$ cat src/pcu_pkg.sv
// Shared types, constants and helpers for the PID controller update block.
// Used by the sequencer, datapath, multiplier and top level.
// No dependencies.
package pcu_pkg;

  // Number formats
  localparam int DATA_W    = 32;                 // Q16.16 values and gains
  localparam int FRAC_BITS = 16;                 // fraction bits of values and gains
  localparam int DT_W      = 16;                 // sample interval width
  localparam int DT_FRAC   = 8;                  // sample interval is Q8.8
  localparam int LIMIT_W   = 31;                 // integral bound width
  localparam int CFG_IDX_W = 3;

  // Shared multiplier: signed operands one bit wider than the data, so the
  // unsigned interval fits as a positive operand
  localparam int MUL_W  = DATA_W + 1;
  localparam int PROD_W = 2 * MUL_W;
  // Running sum of two shifted products and the integral
  localparam int ACC_W  = PROD_W - FRAC_BITS + 2;

  // Derivative divider: magnitude of (error difference * 256), two
  // quotient bits per iteration
  localparam int DVD_W     = DATA_W + DT_FRAC;
  localparam int DIV_ITERS = DVD_W / 2;
  localparam int CNT_W     = $clog2(DIV_ITERS);

  // Microprogram counter
  localparam int PC_W = 4;

  // Derivative gain reset: 150.0, saturated if the format cannot hold it
  localparam longint unsigned GAIN_D_RAW = 64'd150 << FRAC_BITS;
  localparam logic [DATA_W-1:0] GAIN_D_RESET =
      (GAIN_D_RAW > 64'h7FFF_FFFF) ? 32'h7FFF_FFFF : 32'(GAIN_D_RAW);

  localparam logic [DT_W-1:0] DT_RESET = 16'd256;

  // Configuration register indexes
  typedef enum logic [CFG_IDX_W-1:0] {
    REG_SETPOINT        = 3'd0,
    REG_GAIN_P          = 3'd1,
    REG_GAIN_I          = 3'd2,
    REG_GAIN_D          = 3'd3,
    REG_INTEGRAL_LIMIT  = 3'd4,
    REG_SAMPLE_INTERVAL = 3'd5
  } reg_idx_t;

  // Datapath operation of one microinstruction
  typedef enum logic [3:0] {
    OP_NOP,
    OP_ACCEPT,     // take a measurement, form the saturated error
    OP_STEP,       // saturate error*dt >> 8 into the integral step
    OP_INTEG,      // add scaled step to the integral and clamp
    OP_DIV_INIT,   // load the derivative divider
    OP_DIV_STEP,   // two quotient bits
    OP_DIV_FIN,    // sign and saturate the derivative
    OP_ACC_P,      // proportional term plus integral
    OP_FINISH      // add derivative term, saturate, hand off the result
  } op_t;

  // Operand pairing for the shared multiplier
  typedef enum logic [2:0] {
    MUL_NONE,
    MUL_ERR_DT,
    MUL_STEP_GI,
    MUL_GP_ERR,
    MUL_GD_DERIV
  } mul_t;

  // Jump condition: when true, the counter loads the target
  typedef enum logic [1:0] {
    COND_NEXT,
    COND_NO_IN,
    COND_DIV_MORE,
    COND_OUT_BUSY
  } cond_t;

  typedef struct packed {
    op_t             op;
    mul_t            mul;
    cond_t           cond;
    logic [PC_W-1:0] target;
  } ctrl_t;

  typedef struct packed {
    logic in_valid;
    logic div_more;
    logic out_busy;
  } status_t;

  typedef struct packed {
    logic                     hit;
    logic signed [DATA_W-1:0] val;
  } sat_t;

  // Saturate a wide signed value to the 32-bit signed range
  function automatic sat_t sat32(input logic signed [PROD_W-1:0] v);
    logic signed [PROD_W-1:0] max_w;
    logic signed [PROD_W-1:0] min_w;
    sat_t r;
    max_w = {{(PROD_W-DATA_W+1){1'b0}}, {(DATA_W-1){1'b1}}};
    min_w = {{(PROD_W-DATA_W+1){1'b1}}, {(DATA_W-1){1'b0}}};
    if (v > max_w) begin
      r.hit = 1'b1;
      r.val = max_w[DATA_W-1:0];
    end else if (v < min_w) begin
      r.hit = 1'b1;
      r.val = min_w[DATA_W-1:0];
    end else begin
      r.hit = 1'b0;
      r.val = v[DATA_W-1:0];
    end
    return r;
  endfunction

endpackage

$ cat src/pcu_seq.sv
// Microcode sequencer: program ROM, step counter and conditional jumps.
// Depends on pcu_pkg for the control word and status types.
module pcu_seq
  import pcu_pkg::*;
(
  input  logic    clk,
  input  logic    rst_n,
  input  status_t status,
  output ctrl_t   ctrl
);

  localparam logic [PC_W-1:0] STEP_IDLE     = 4'd0;
  localparam logic [PC_W-1:0] STEP_MUL_DT   = 4'd1;
  localparam logic [PC_W-1:0] STEP_SAT_STEP = 4'd2;
  localparam logic [PC_W-1:0] STEP_MUL_GI   = 4'd3;
  localparam logic [PC_W-1:0] STEP_INTEG    = 4'd4;
  localparam logic [PC_W-1:0] STEP_DIV_INIT = 4'd5;
  localparam logic [PC_W-1:0] STEP_DIV_LOOP = 4'd6;
  localparam logic [PC_W-1:0] STEP_DIV_FIN  = 4'd7;
  localparam logic [PC_W-1:0] STEP_ACC_P    = 4'd8;
  localparam logic [PC_W-1:0] STEP_FINISH   = 4'd9;
  localparam logic [PC_W-1:0] LAST_STEP     = STEP_FINISH;

  // Program ROM, one control word per step
  function automatic ctrl_t ucode(input logic [PC_W-1:0] pc);
    ctrl_t cw;
    cw = '{op: OP_NOP, mul: MUL_NONE, cond: COND_NEXT, target: STEP_IDLE};
    case (pc)
      STEP_IDLE:     cw = '{op: OP_ACCEPT,   mul: MUL_NONE,     cond: COND_NO_IN,
                            target: STEP_IDLE};
      STEP_MUL_DT:   cw = '{op: OP_NOP,      mul: MUL_ERR_DT,   cond: COND_NEXT,
                            target: STEP_IDLE};
      STEP_SAT_STEP: cw = '{op: OP_STEP,     mul: MUL_NONE,     cond: COND_NEXT,
                            target: STEP_IDLE};
      STEP_MUL_GI:   cw = '{op: OP_NOP,      mul: MUL_STEP_GI,  cond: COND_NEXT,
                            target: STEP_IDLE};
      STEP_INTEG:    cw = '{op: OP_INTEG,    mul: MUL_NONE,     cond: COND_NEXT,
                            target: STEP_IDLE};
      STEP_DIV_INIT: cw = '{op: OP_DIV_INIT, mul: MUL_NONE,     cond: COND_NEXT,
                            target: STEP_IDLE};
      STEP_DIV_LOOP: cw = '{op: OP_DIV_STEP, mul: MUL_NONE,     cond: COND_DIV_MORE,
                            target: STEP_DIV_LOOP};
      STEP_DIV_FIN:  cw = '{op: OP_DIV_FIN,  mul: MUL_GP_ERR,   cond: COND_NEXT,
                            target: STEP_IDLE};
      STEP_ACC_P:    cw = '{op: OP_ACC_P,    mul: MUL_GD_DERIV, cond: COND_NEXT,
                            target: STEP_IDLE};
      STEP_FINISH:   cw = '{op: OP_FINISH,   mul: MUL_NONE,     cond: COND_OUT_BUSY,
                            target: STEP_FINISH};
      default:       cw = '{op: OP_NOP,      mul: MUL_NONE,     cond: COND_NEXT,
                            target: STEP_IDLE};
    endcase
    return cw;
  endfunction

  logic [PC_W-1:0] pc_r;
  logic [PC_W-1:0] pc_nxt;
  logic            taken;

  assign ctrl = ucode(pc_r);

  // Evaluate the jump condition of the current word
  always_comb begin
    case (ctrl.cond)
      COND_NEXT:     taken = 1'b0;
      COND_NO_IN:    taken = !status.in_valid;
      COND_DIV_MORE: taken = status.div_more;
      COND_OUT_BUSY: taken = status.out_busy;
      default:       taken = 1'b0;
    endcase
  end

  // Jump, wrap after the last step, or advance
  always_comb begin
    if (taken) begin
      pc_nxt = ctrl.target;
    end else if (pc_r == LAST_STEP) begin
      pc_nxt = STEP_IDLE;
    end else begin
      pc_nxt = pc_r + 1'b1;
    end
  end

  always_ff @(posedge clk) begin
    if (!rst_n) begin
      pc_r <= STEP_IDLE;
    end else begin
      pc_r <= pc_nxt;
    end
  end

endmodule

$ cat src/pcu_mul.sv
// Shared signed multiplier with a registered product.
// Depends on pcu_pkg for operand and product widths.
module pcu_mul
  import pcu_pkg::*;
(
  input  logic                     clk,
  input  logic                     en,
  input  logic signed [MUL_W-1:0]  a,
  input  logic signed [MUL_W-1:0]  b,
  output logic signed [PROD_W-1:0] prod
);

  logic signed [PROD_W-1:0] prod_r;

  // Load a new product only when a step asks for one
  always_ff @(posedge clk) begin
    if (en) begin
      prod_r <= a * b;
    end
  end

  assign prod = prod_r;

endmodule

$ cat src/pcu_dp.sv
// Datapath: configuration registers, controller state, divider, result
// register. Driven by the sequencer control word; depends on pcu_pkg.
module pcu_dp
  import pcu_pkg::*;
(
  input  logic                     clk,
  input  logic                     rst_n,
  input  ctrl_t                    ctrl,
  output status_t                  status,
  // configuration
  input  logic                     cfg_we,
  input  logic [CFG_IDX_W-1:0]     cfg_index,
  input  logic [DATA_W-1:0]        cfg_wdata,
  // input channel
  input  logic                     in_valid,
  output logic                     in_ready,
  input  logic signed [DATA_W-1:0] in_measurement,
  // result channel
  output logic                     out_valid,
  input  logic                     out_ready,
  output logic signed [DATA_W-1:0] out_drive,
  output logic                     out_integral_clamped,
  output logic                     out_drive_saturated,
  // shared multiplier
  output logic                     mul_en,
  output logic signed [MUL_W-1:0]  mul_a,
  output logic signed [MUL_W-1:0]  mul_b,
  input  logic signed [PROD_W-1:0] mul_prod
);

  // Configuration and persistent state
  logic signed [DATA_W-1:0] setpoint_r;
  logic signed [DATA_W-1:0] gain_p_r;
  logic signed [DATA_W-1:0] gain_i_r;
  logic signed [DATA_W-1:0] gain_d_r;
  logic [LIMIT_W-1:0]       integral_limit_r;
  logic [DT_W-1:0]          sample_interval_r;
  logic signed [DATA_W-1:0] integral_sum_r;
  logic signed [DATA_W-1:0] last_error_r;
  logic                     out_valid_r;

  // Per-item working registers
  logic signed [DATA_W-1:0] err_r,     err_nxt;
  logic signed [DATA_W-1:0] step_r,    step_nxt;
  logic signed [DATA_W-1:0] integ_r,   integ_nxt;
  logic                     clamp_r,   clamp_nxt;
  logic signed [DATA_W-1:0] deriv_r,   deriv_nxt;
  logic signed [ACC_W-1:0]  acc_r,     acc_nxt;
  logic [DVD_W-1:0]         quo_r,     quo_nxt;
  logic [DT_W-1:0]          rem_r,     rem_nxt;
  logic [DT_W-1:0]          div_r,     div_nxt;
  logic                     neg_r,     neg_nxt;
  logic [CNT_W-1:0]         cnt_r,     cnt_nxt;
  logic signed [DATA_W-1:0] drive_r,   drive_nxt;
  logic                     oclamp_r,  oclamp_nxt;
  logic                     osat_r,    osat_nxt;

  logic                     in_xfer;
  logic                     out_busy;
  logic                     finish_go;

  // Arithmetic temporaries
  logic signed [DATA_W:0]   err_diff;
  logic signed [DATA_W:0]   d_diff;
  logic signed [DATA_W:0]   d_mag;
  logic signed [PROD_W-1:0] prod_sh;
  logic signed [PROD_W-1:0] integ_wide;
  logic signed [PROD_W-1:0] lim_pos;
  logic signed [PROD_W-1:0] lim_neg;
  logic signed [PROD_W-1:0] total;
  logic signed [DVD_W+1:0]  q_mag;
  logic signed [DVD_W+1:0]  q_sgn;
  logic [DT_W:0]            t1, t2, r1, r2;
  logic                     ge1, ge2;
  sat_t                     err_sat, step_sat, deriv_sat, total_sat;

  assign in_ready  = (ctrl.op == OP_ACCEPT);
  assign in_xfer   = in_valid && in_ready;
  assign out_busy  = out_valid_r && !out_ready;
  assign finish_go = (ctrl.op == OP_FINISH) && !out_busy;

  assign status.in_valid = in_valid;
  assign status.div_more = (cnt_r != CNT_W'(DIV_ITERS - 1));
  assign status.out_busy = out_busy;

  // Route operands to the shared multiplier
  always_comb begin
    mul_en = (ctrl.mul != MUL_NONE);
    mul_a  = '0;
    mul_b  = '0;
    case (ctrl.mul)
      MUL_ERR_DT: begin
        mul_a = MUL_W'(err_r);
        mul_b = {{(MUL_W-DT_W){1'b0}}, sample_interval_r};
      end
      MUL_STEP_GI: begin
        mul_a = MUL_W'(step_r);
        mul_b = MUL_W'(gain_i_r);
      end
      MUL_GP_ERR: begin
        mul_a = MUL_W'(gain_p_r);
        mul_b = MUL_W'(err_r);
      end
      MUL_GD_DERIV: begin
        mul_a = MUL_W'(gain_d_r);
        mul_b = MUL_W'(deriv_r);
      end
      default: begin
        mul_a = '0;
        mul_b = '0;
      end
    endcase
  end

  // Shared arithmetic terms
  always_comb begin
    err_diff   = (DATA_W+1)'(setpoint_r) - (DATA_W+1)'(in_measurement);
    err_sat    = sat32(PROD_W'(err_diff));
    step_sat   = sat32(mul_prod >>> DT_FRAC);
    prod_sh    = mul_prod >>> FRAC_BITS;
    integ_wide = prod_sh + PROD_W'(integral_sum_r);
    lim_pos    = PROD_W'($signed({1'b0, integral_limit_r}));
    lim_neg    = -lim_pos;
    d_diff     = (DATA_W+1)'(err_r) - (DATA_W+1)'(last_error_r);
    d_mag      = d_diff[DATA_W] ? -d_diff : d_diff;
    q_mag      = $signed({2'b00, quo_r});
    q_sgn      = neg_r ? -q_mag : q_mag;
    deriv_sat  = sat32(PROD_W'(q_sgn));
    total      = PROD_W'(acc_r) + prod_sh;
    total_sat  = sat32(total);
    // two restoring quotient bits
    t1  = {rem_r, quo_r[DVD_W-1]};
    ge1 = (t1 >= {1'b0, div_r});
    r1  = ge1 ? (t1 - {1'b0, div_r}) : t1;
    t2  = {r1[DT_W-1:0], quo_r[DVD_W-2]};
    ge2 = (t2 >= {1'b0, div_r});
    r2  = ge2 ? (t2 - {1'b0, div_r}) : t2;
  end

  // Next values of the working registers, one operation per step
  always_comb begin
    err_nxt    = err_r;
    step_nxt   = step_r;
    integ_nxt  = integ_r;
    clamp_nxt  = clamp_r;
    deriv_nxt  = deriv_r;
    acc_nxt    = acc_r;
    quo_nxt    = quo_r;
    rem_nxt    = rem_r;
    div_nxt    = div_r;
    neg_nxt    = neg_r;
    cnt_nxt    = cnt_r;
    drive_nxt  = drive_r;
    oclamp_nxt = oclamp_r;
    osat_nxt   = osat_r;
    case (ctrl.op)
      OP_ACCEPT: begin
        if (in_xfer) begin
          err_nxt = err_sat.val;
        end
      end
      OP_STEP: begin
        step_nxt = step_sat.val;
      end
      OP_INTEG: begin
        if (integ_wide > lim_pos) begin
          integ_nxt = lim_pos[DATA_W-1:0];
          clamp_nxt = 1'b1;
        end else if (integ_wide < lim_neg) begin
          integ_nxt = lim_neg[DATA_W-1:0];
          clamp_nxt = 1'b1;
        end else begin
          integ_nxt = integ_wide[DATA_W-1:0];
          clamp_nxt = 1'b0;
        end
      end
      OP_DIV_INIT: begin
        quo_nxt = {d_mag[DATA_W-1:0], {DT_FRAC{1'b0}}};
        rem_nxt = '0;
        neg_nxt = d_diff[DATA_W];
        cnt_nxt = '0;
        // a zero interval divides by one
        div_nxt = (sample_interval_r == '0) ? DT_W'(1) : sample_interval_r;
      end
      OP_DIV_STEP: begin
        quo_nxt = {quo_r[DVD_W-3:0], ge1, ge2};
        rem_nxt = r2[DT_W-1:0];
        cnt_nxt = cnt_r + 1'b1;
      end
      OP_DIV_FIN: begin
        deriv_nxt = deriv_sat.val;
      end
      OP_ACC_P: begin
        acc_nxt = ACC_W'(prod_sh) + ACC_W'(integ_r);
      end
      OP_FINISH: begin
        if (finish_go) begin
          drive_nxt  = total_sat.val;
          osat_nxt   = total_sat.hit;
          oclamp_nxt = clamp_r;
        end
      end
      default: begin
        err_nxt = err_r;
      end
    endcase
  end

  // Hold working and result payload
  always_ff @(posedge clk) begin
    err_r    <= err_nxt;
    step_r   <= step_nxt;
    integ_r  <= integ_nxt;
    clamp_r  <= clamp_nxt;
    deriv_r  <= deriv_nxt;
    acc_r    <= acc_nxt;
    quo_r    <= quo_nxt;
    rem_r    <= rem_nxt;
    div_r    <= div_nxt;
    neg_r    <= neg_nxt;
    cnt_r    <= cnt_nxt;
    drive_r  <= drive_nxt;
    oclamp_r <= oclamp_nxt;
    osat_r   <= osat_nxt;
  end

  // Configuration writes, controller state and result valid
  always_ff @(posedge clk) begin
    if (!rst_n) begin
      setpoint_r        <= '0;
      gain_p_r          <= '0;
      gain_i_r          <= '0;
      gain_d_r          <= GAIN_D_RESET;
      integral_limit_r  <= '0;
      sample_interval_r <= DT_RESET;
      integral_sum_r    <= '0;
      last_error_r      <= '0;
      out_valid_r       <= 1'b0;
    end else begin
      // commit the new state when the result is handed off
      if (finish_go) begin
        integral_sum_r <= integ_r;
        last_error_r   <= err_r;
      end
      if (cfg_we) begin
        case (cfg_index)
          REG_SETPOINT: begin
            setpoint_r <= cfg_wdata;
          end
          REG_GAIN_P: begin
            gain_p_r       <= cfg_wdata;
            integral_sum_r <= '0;
            last_error_r   <= '0;
          end
          REG_GAIN_I: begin
            gain_i_r       <= cfg_wdata;
            integral_sum_r <= '0;
            last_error_r   <= '0;
          end
          REG_GAIN_D: begin
            gain_d_r       <= cfg_wdata;
            integral_sum_r <= '0;
            last_error_r   <= '0;
          end
          REG_INTEGRAL_LIMIT: begin
            integral_limit_r <= cfg_wdata[LIMIT_W-1:0];
            integral_sum_r   <= '0;
            last_error_r     <= '0;
          end
          REG_SAMPLE_INTERVAL: begin
            sample_interval_r <= cfg_wdata[DT_W-1:0];
          end
          default: begin
            setpoint_r <= setpoint_r;
          end
        endcase
      end
      // advance the result register
      if (finish_go) begin
        out_valid_r <= 1'b1;
      end else if (out_ready) begin
        out_valid_r <= 1'b0;
      end
    end
  end

  assign out_valid            = out_valid_r;
  assign out_drive            = drive_r;
  assign out_integral_clamped = oclamp_r;
  assign out_drive_saturated  = osat_r;

endmodule

$ cat src/pid_controller_update.sv
// PID controller update: top level joining sequencer, datapath and multiplier.
// Depends on pcu_pkg, pcu_seq, pcu_dp and pcu_mul.
//
// Usage:
//   Configuration is written through cfg_we / cfg_index / cfg_wdata, one
//   register per cycle, while no measurement is in flight. Writing a gain
//   or the integral limit clears the integral and the stored error.
//   Each measurement is one transfer on in_valid / in_ready and produces
//   exactly one result transfer on out_valid / out_ready carrying the
//   saturated drive and the clamp and saturation flags.
//   An item passes through ten microcode steps from its input transfer to
//   its result being valid; one of them repeats while the serial divider
//   forms the derivative two quotient bits per cycle.
//   The next measurement can be taken in the cycle after the previous result
//   is loaded, and not while an item is still being processed.
//   The result sits in an output register; while the receiver stalls the
//   block still takes and processes the next measurement, then holds on
//   its final step until the output register is free.
//   Synchronous active-low reset returns the registers to their defaults
//   (derivative gain 150.0, interval 1.0) and clears the controller state.
module pid_controller_update
  import pcu_pkg::*;
(
  input  logic                     clk,
  input  logic                     rst_n,
  input  logic                     cfg_we,
  input  logic [CFG_IDX_W-1:0]     cfg_index,
  input  logic [DATA_W-1:0]        cfg_wdata,
  input  logic                     in_valid,
  output logic                     in_ready,
  input  logic signed [DATA_W-1:0] in_measurement,
  output logic                     out_valid,
  input  logic                     out_ready,
  output logic signed [DATA_W-1:0] out_drive,
  output logic                     out_integral_clamped,
  output logic                     out_drive_saturated
);

  ctrl_t                    ctrl;
  status_t                  status;
  logic                     mul_en;
  logic signed [MUL_W-1:0]  mul_a;
  logic signed [MUL_W-1:0]  mul_b;
  logic signed [PROD_W-1:0] mul_prod;

  pcu_seq u_seq (
    .clk    (clk),
    .rst_n  (rst_n),
    .status (status),
    .ctrl   (ctrl)
  );

  pcu_mul u_mul (
    .clk  (clk),
    .en   (mul_en),
    .a    (mul_a),
    .b    (mul_b),
    .prod (mul_prod)
  );

  pcu_dp u_dp (
    .clk                  (clk),
    .rst_n                (rst_n),
    .ctrl                 (ctrl),
    .status               (status),
    .cfg_we               (cfg_we),
    .cfg_index            (cfg_index),
    .cfg_wdata            (cfg_wdata),
    .in_valid             (in_valid),
    .in_ready             (in_ready),
    .in_measurement       (in_measurement),
    .out_valid            (out_valid),
    .out_ready            (out_ready),
    .out_drive            (out_drive),
    .out_integral_clamped (out_integral_clamped),
    .out_drive_saturated  (out_drive_saturated),
    .mul_en               (mul_en),
    .mul_a                (mul_a),
    .mul_b                (mul_b),
    .mul_prod             (mul_prod)
  );

endmodule

$ cat config.mk
export PLATFORM = sky130hd
export DESIGN_NAME = pid_controller_update
export DESIGN_NICKNAME = d
export VERILOG_FILES = /design/src/pcu_pkg.sv /design/src/pcu_seq.sv /design/src/pcu_mul.sv /design/src/pcu_dp.sv /design/src/pid_controller_update.sv
export SDC_FILE = /design/constraint.sdc
export NUM_CORES = 2
export LEC_CHECK = 0
export ABC_AREA = 1
export CAP_MARGIN = 10
export CELL_PAD_IN_SITES_DETAIL_PLACEMENT = 1
export CELL_PAD_IN_SITES_GLOBAL_PLACEMENT = 2
export CORE_MARGIN = 1
export CORE_UTILIZATION = 36
export DETAILED_ROUTE_END_ITERATION = 8
export DONT_BUFFER_PORTS = 1
export GPL_ROUTABILITY_DRIVEN = 0
export GPL_TIMING_DRIVEN = 1
export PLACE_DENSITY = 0.86
export SYNTH_ARGS = -nofsm -noshare
export SYNTH_HDL_FRONTEND = slang
export SYNTH_HIERARCHICAL = 1
export SYNTH_SLANG_ARGS = --single-unit
$ cat constraint.sdc
create_clock -name clk -period 8.4 [get_ports clk]
set_clock_uncertainty 0.15 [all_clocks]
set_input_delay 2.1 -clock clk [delete_from_list [all_inputs] [get_ports clk]]
set_output_delay 2.1 -clock clk [all_outputs]
set_load 0.1 [all_outputs]
Word-level counts from Yosys, hierarchy flattened

Memory sizes are Yosys's and may differ from the RTL's. A register that Yosys moved wholly into a read port is not among the register bits.
Cells that the tools add are included.

Output and inout bits: 36
Register bits after elaboration: 602
Word-level logic and storage cells: 123
Memories kept: 1
ROM bits: 208

Memory list:

| memory           | words | bits a word | read ports | clocked after memory_dff | wr ports | RTL line      | source |
|---|---|---|---|---|---|---|---|
| (name not given) | 16    | 13          | 1          | 1                        | 0        | pcu_seq.sv:28 | `case (pc)` |

Equal/unequal tests: 22
Add/subtract/negate cells: 12
$mul: 1
Reduce and logical (&&, ||, !) cells: 21
Mux-type cells: 28
Order comparisons: 12

Operators with widths:

| cell                                                            | count |
|---|---|
| two-way mux 32 bit                                              | 11 |
| one-hot mux 33 bit (4 select lines)                             | 2 |
| adder 50 x 32 -> 51 bit                                         | 2 |
| one-hot mux 40 bit (2 select lines)                             | 1 |
| greater-than comparator 66 x 32 -> 1 bit                        | 1 |
| greater-than comparator 66 x 32 -> 1 bit, second input constant | 1 |
| < comparator 66 x 32 -> 1 bit, second input constant            | 1 |
| < comparator 66 bit                                             | 1 |
| multiplier 33 x 33 -> 66 bit                                    | 1 |
| negator 31 -> 66 bit                                            | 1 |
| subtractor 32 x 32 -> 33 bit                                    | 2 |
| greater-than comparator 58 x 32 -> 1 bit, second input constant | 1 |
| < comparator 58 x 32 -> 1 bit, second input constant            | 1 |
| adder 51 x 50 -> 52 bit                                         | 1 |
| greater-than comparator 42 x 32 -> 1 bit, second input constant | 1 |
| < comparator 42 x 32 -> 1 bit, second input constant            | 1 |
| two-way mux 42 bit                                              | 1 |
| negator 40 -> 42 bit                                            | 1 |
| greater-or-equal comparator 17 x 16 -> 1 bit                    | 2 |
| greater-than comparator 33 x 32 -> 1 bit, second input constant | 1 |
| < comparator 33 x 32 -> 1 bit, second input constant            | 1 |
| two-way mux 33 bit                                              | 1 |
| two-way mux 16 bit                                              | 2 |
| negator 32 bit                                                  | 1 |
| other kinds (28)                                                | 57 |

Logic depth before layout (Yosys ltp)

Word-level depth: 7
Depth in mapped cells: 41
Mapped depth without buffers: 37

Modules after synthesis

Netlist, hierarchy kept.

Modules (own cells, without submodules):

| module  | times used | cells each | area an instance (µm²) |
|---|---|---|---|
| pcu_mul | 1          | 5548       | 43757.0 |
| pcu_dp  | 1          | 5868       | 41522.3 |
| pcu_seq | 1          | 93         | 755.7 |

Worst setup path after synthesis

Ideal clock, no wire load.

Kind: register -> register
Start: reg u_seq/ctrl[8] (netlist name)
End: reg u_mul.prod_r[59], in the netlist u_mul/prod[59] (data pin)
Setup slack: -407 ps
Cell stages (with the launch flop): 32
Path buffers: 4
Clock period less this slack: 8807 ps
Data required time: 7997 ps
Arrival time: 8404 ps
Cell sequence: dfxtp_1 -> inv_1 -> nand3_1 -> inv_1 -> clkbuf_1 -> buf_1 -> nand2_1 -> o2111ai_1 -> clkbuf_1 -> clkbuf_1 -> nand2_1 -> inv_1 -> fa_1 -> fa_1 -> fa_1 -> fa_1 -> inv_1 -> fa_1 -> fa_1 -> fa_1 -> inv_1 -> fa_1 -> ha_1 -> nand2_1 -> nor2_1 -> inv_1 -> nor2_1 -> nand2_1 -> nor3_1 -> nand2_1 -> nand4_1 -> nand2_1

Longest elaborated chain between the ends: 3
Elaborated cells on any way between the ends: 7
Those cells by class: mul (1); eq/ne (4); mux (2)

RTL lines:

| element                                     | RTL line                    | source |
|---|---|---|
| == test 3 bit, or another cell as far along | pcu_dp.sv:91                | `case (ctrl.mul)` |
| one-hot mux 33 bit (4 select lines) *       | pcu_dp.sv:91                |  |
| named net mul_b[1]                          | pid_controller_update.sv:43 | `logic signed [MUL_W-1:0] mul_b;` |
| multiplier 33 x 33 -> 66 bit *              | pcu_mul.sv:18               | `prod_r <= a * b;` |
| to (signal assigned)                        | pcu_mul.sv:18               |  |
| to (decl)                                   | pcu_mul.sv:13               | `logic signed [PROD_W-1:0] prod_r;` |

The timed path passes the listed nets; every way through them passes the cells marked *.
A chain may end at the register's enable or synchronous reset.

Final worst setup path

Start: reg u_seq/ctrl[6] (netlist name)
End: reg u_mul.prod_r[50], in the netlist u_mul/prod[50] (data pin)

Longest elaborated chain between the ends: 3
Elaborated cells on any way between the ends: 7
Those cells by class: mul (1); eq/ne (4); mux (2)

RTL lines:

| element                                     | RTL line |
|---|---|
| == test 3 bit, or another cell as far along | pcu_dp.sv:91 |
| one-hot mux 33 bit (4 select lines) *       | pcu_dp.sv:91 |
| named net mul_b[28]                         | pid_controller_update.sv:43 |
| multiplier 33 x 33 -> 66 bit *              | pcu_mul.sv:18 |

Marks and branches as above.

==> metrics.md <==
| Metric | Value |
|---|---|
| Result of the run | finished clean |
| CTS Buffer Depth | 3 |
| Number of global-route vias before repair | 84330 |
| Cell row count | 178 |
| Vias after detailed routing | 77950 |
| Placed wire-length estimate | 276.0 mm |
| NumNets Final | 13490 |
| Category of the worst setup path capture point | register |
| Post-route setup TNS | 0 ns |
| Dpl cell area | 93790 µm² |
| Wirelength per Cell | 22.62 µm |
| DRC violations left | 0 |
| Count of placed standard cells including taps | 14700 |
| Crit Path Max Fanout | 29 |
| Wire length reported by the detailed router | 337.5 mm |
| Ratio of total power to cell area | 112.6 nW/µm² |
| Count of nets left with antenna violations after detail routing | 0 |
| Clk Latency, worst-skew pair | 0.73 ns |
| Maxcap violations | 0 |
| Level count of the clock H-tree | 3 |
| Maximum ir drop on the vdd rail | 177.5 µV |
| Slew Limit Fails | 0 |
| Worst Path Class, Setup | register to register |
| Class of the tightest hold or removal check | register to register |
| Fill cells | 28930 |
| Leakage power total | 0.05180 µW |
| Y dimension of the die | 490.1 µm |
| Count of endpoints failing setup in the final report | 0 |
| Endpoints failing hold | 0 |
| Synthesized cell area | 85760 µm² |
| Number of standard cells in the layout, taps in and fillers out | 14920 |
| Setup repair after global routing missed its margin | true |
| Overall power consumption | 11080 µW |
| Mean post-synth cell area | 7.460 µm² |
| Number of buffers created by CTS | 74 |
| TritonCTS sink count | 604 |
| Die Footprint | 240200 µm² |
| Cell chosen for the clock root | sky130_fd_sc_hd__clkbuf_16 |
| Clock tree from TritonCTS | built |
| Data required time of the critical path | 8.67 ns |
| Number of placed I/O pins | 108 |
| Number of synthesis warnings | 6 |
| Min Clock Period, post-route | 8.256 ns |
| Cell with the biggest individual delay on the critical path | sky130_fd_sc_hd__fa_2 |
| Total core area | 236100 µm² |
| Post-synthesis net count | 13280 |
| Layout overhead on the synthesized area | 14.80% |
| Transition at the pin with the smallest max-transition slack | 1.139 ns |
| Buffers on Ports | 0 |
| Number of antenna violations at the first check in global routing | 26 |
| Total GRT Usage | 27.25% |
| Worst slew slack as a fraction of its limit | 23.89% |
| Total grt overflow | 0 |
| Number of DRC markers in iteration 0 | 5724 |
| Data arrival at the endpoint of the critical path | 8.52 ns |
| CTS clk-pin slew, worst paths | 0.07 ns |
| Max FFs per register | 58 |
| Die Span X | 490.1 µm |
| Total non-filler cell area in the finished layout | 98460 µm² |
| Maximum achievable frequency | 121.1 MHz |
| Share of final-layout standard cells stronger than drive strength 1 | 9.413% |
| Global-route wire length before repair | 506.3 mm |
| Syn Inst Count | 11500 |
| Count of TritonRoute iterations in the first routing pass | 6 |
| Vias/cell | 5.224 |
| Startpoint Class | register |
| CP max stage delay | 0.60 ns |
| Initial cell density of the core | 36.33% |
| Maximum number of pins on one net before global-route repair | 186 |
| Share of the cycle needed by the critical path after routing | 98.29% |
metal layers:
layer	track usage [%]	vias to the layer above	wire length [µm]
met5	0	-	126
met4	10.05	18	14360
li1	-	35320	-
met3	2.969	601	19460
met2	46.68	2229	161400
met1	35.29	39780	142200
through the flow:
stage	hold WS, ns	util, %	setup WS [ns]
floorplan	0.2503	-	0.02533
global placement	0.2673	39.73	-0.05807
detailed placement	0.2565	39.73	-0.05973
CTS	0.2719	40.88	0.0004521
global route	0.2729	41.70	-0.1049
finish	0.2702	41.71	0.1439
final cells by class:
cell class / instances / area [µm²] / share of cell area [%]
inverter: 2590 / 9732 / 9.884
multi-input combinational: 7856 / 60360 / 61.30
tap: 3150 / 3941 / 4.003
clock inverter: 45 / 594.3 / 0.6036
timing repair buffer: 583 / 6135 / 6.231
clock buffer: 93 / 2091 / 2.124
sequential: 604 / 15600 / 15.85
antenna: 2 / 5.005 / 0.005083
layout by cell type, fill, tap and decap left out, drive strengths merged, types with 15 or more instances in the layout:
cell type,count
nand2,2987
nand4,136
inv,2591
a21oi,510
clkbuf,108
a21o,22
nor2,942
a31oi,30
nand3b,30
nor4,33
fa,1152
a211oi,47
o21bai,39
o2111ai,52
o21a,31
edfxtp,350
o211ai,31
nor3,85
ha,559
or2,15
o21ai,466
dfxtp,254
buf,568
clkinv,26
xor2,231
xnor2,75
nand3,336
timing repair:
item / 4_1_cts / 5_1_grt
setup buffers: 4 / 61
gates cloned: 0 / 18
hold buffers: 0 / 0
resized for setup: 6 / 266
setup endpoints to repair: 12 / 46
pin swaps: 0 / 68
worst paths after layout:
path,to,cells after the start,start,slack (ns)
worst max-delay path,u_mul/prod[50]$_DFFE_PP_,32,u_seq/ctrl[6]$_SDFF_PP0_,0.14
worst min-delay path,u_dp/out_integral_clamped$_DFFE_PP_,0,u_dp/clamp_r$_SDFFCE_PP1N_,0.27
worst max register to register,u_mul/prod[50]$_DFFE_PP_,32,u_seq/ctrl[6]$_SDFF_PP0_,0.14
worst min register to register,u_dp/out_integral_clamped$_DFFE_PP_,0,u_dp/clamp_r$_SDFFCE_PP1N_,0.27
worst max-delay path: cells and delay by family (launching register included):
kind | cells | cell delay, ns
compound gates | 1 | 0.27
fa+ha+maj | 9 | 4.53
buf+inv | 10 | 1.24
flops | 1 | 0.37
simple gates | 12 | 1.31
where the power goes:
group	internal [µW]	switching, µW
Combinational	1330	2600
Clock	2030	1570
Sequential	3350	209
Total	6710	4380
No activity file was read; power rests on OpenSTA's default activity.
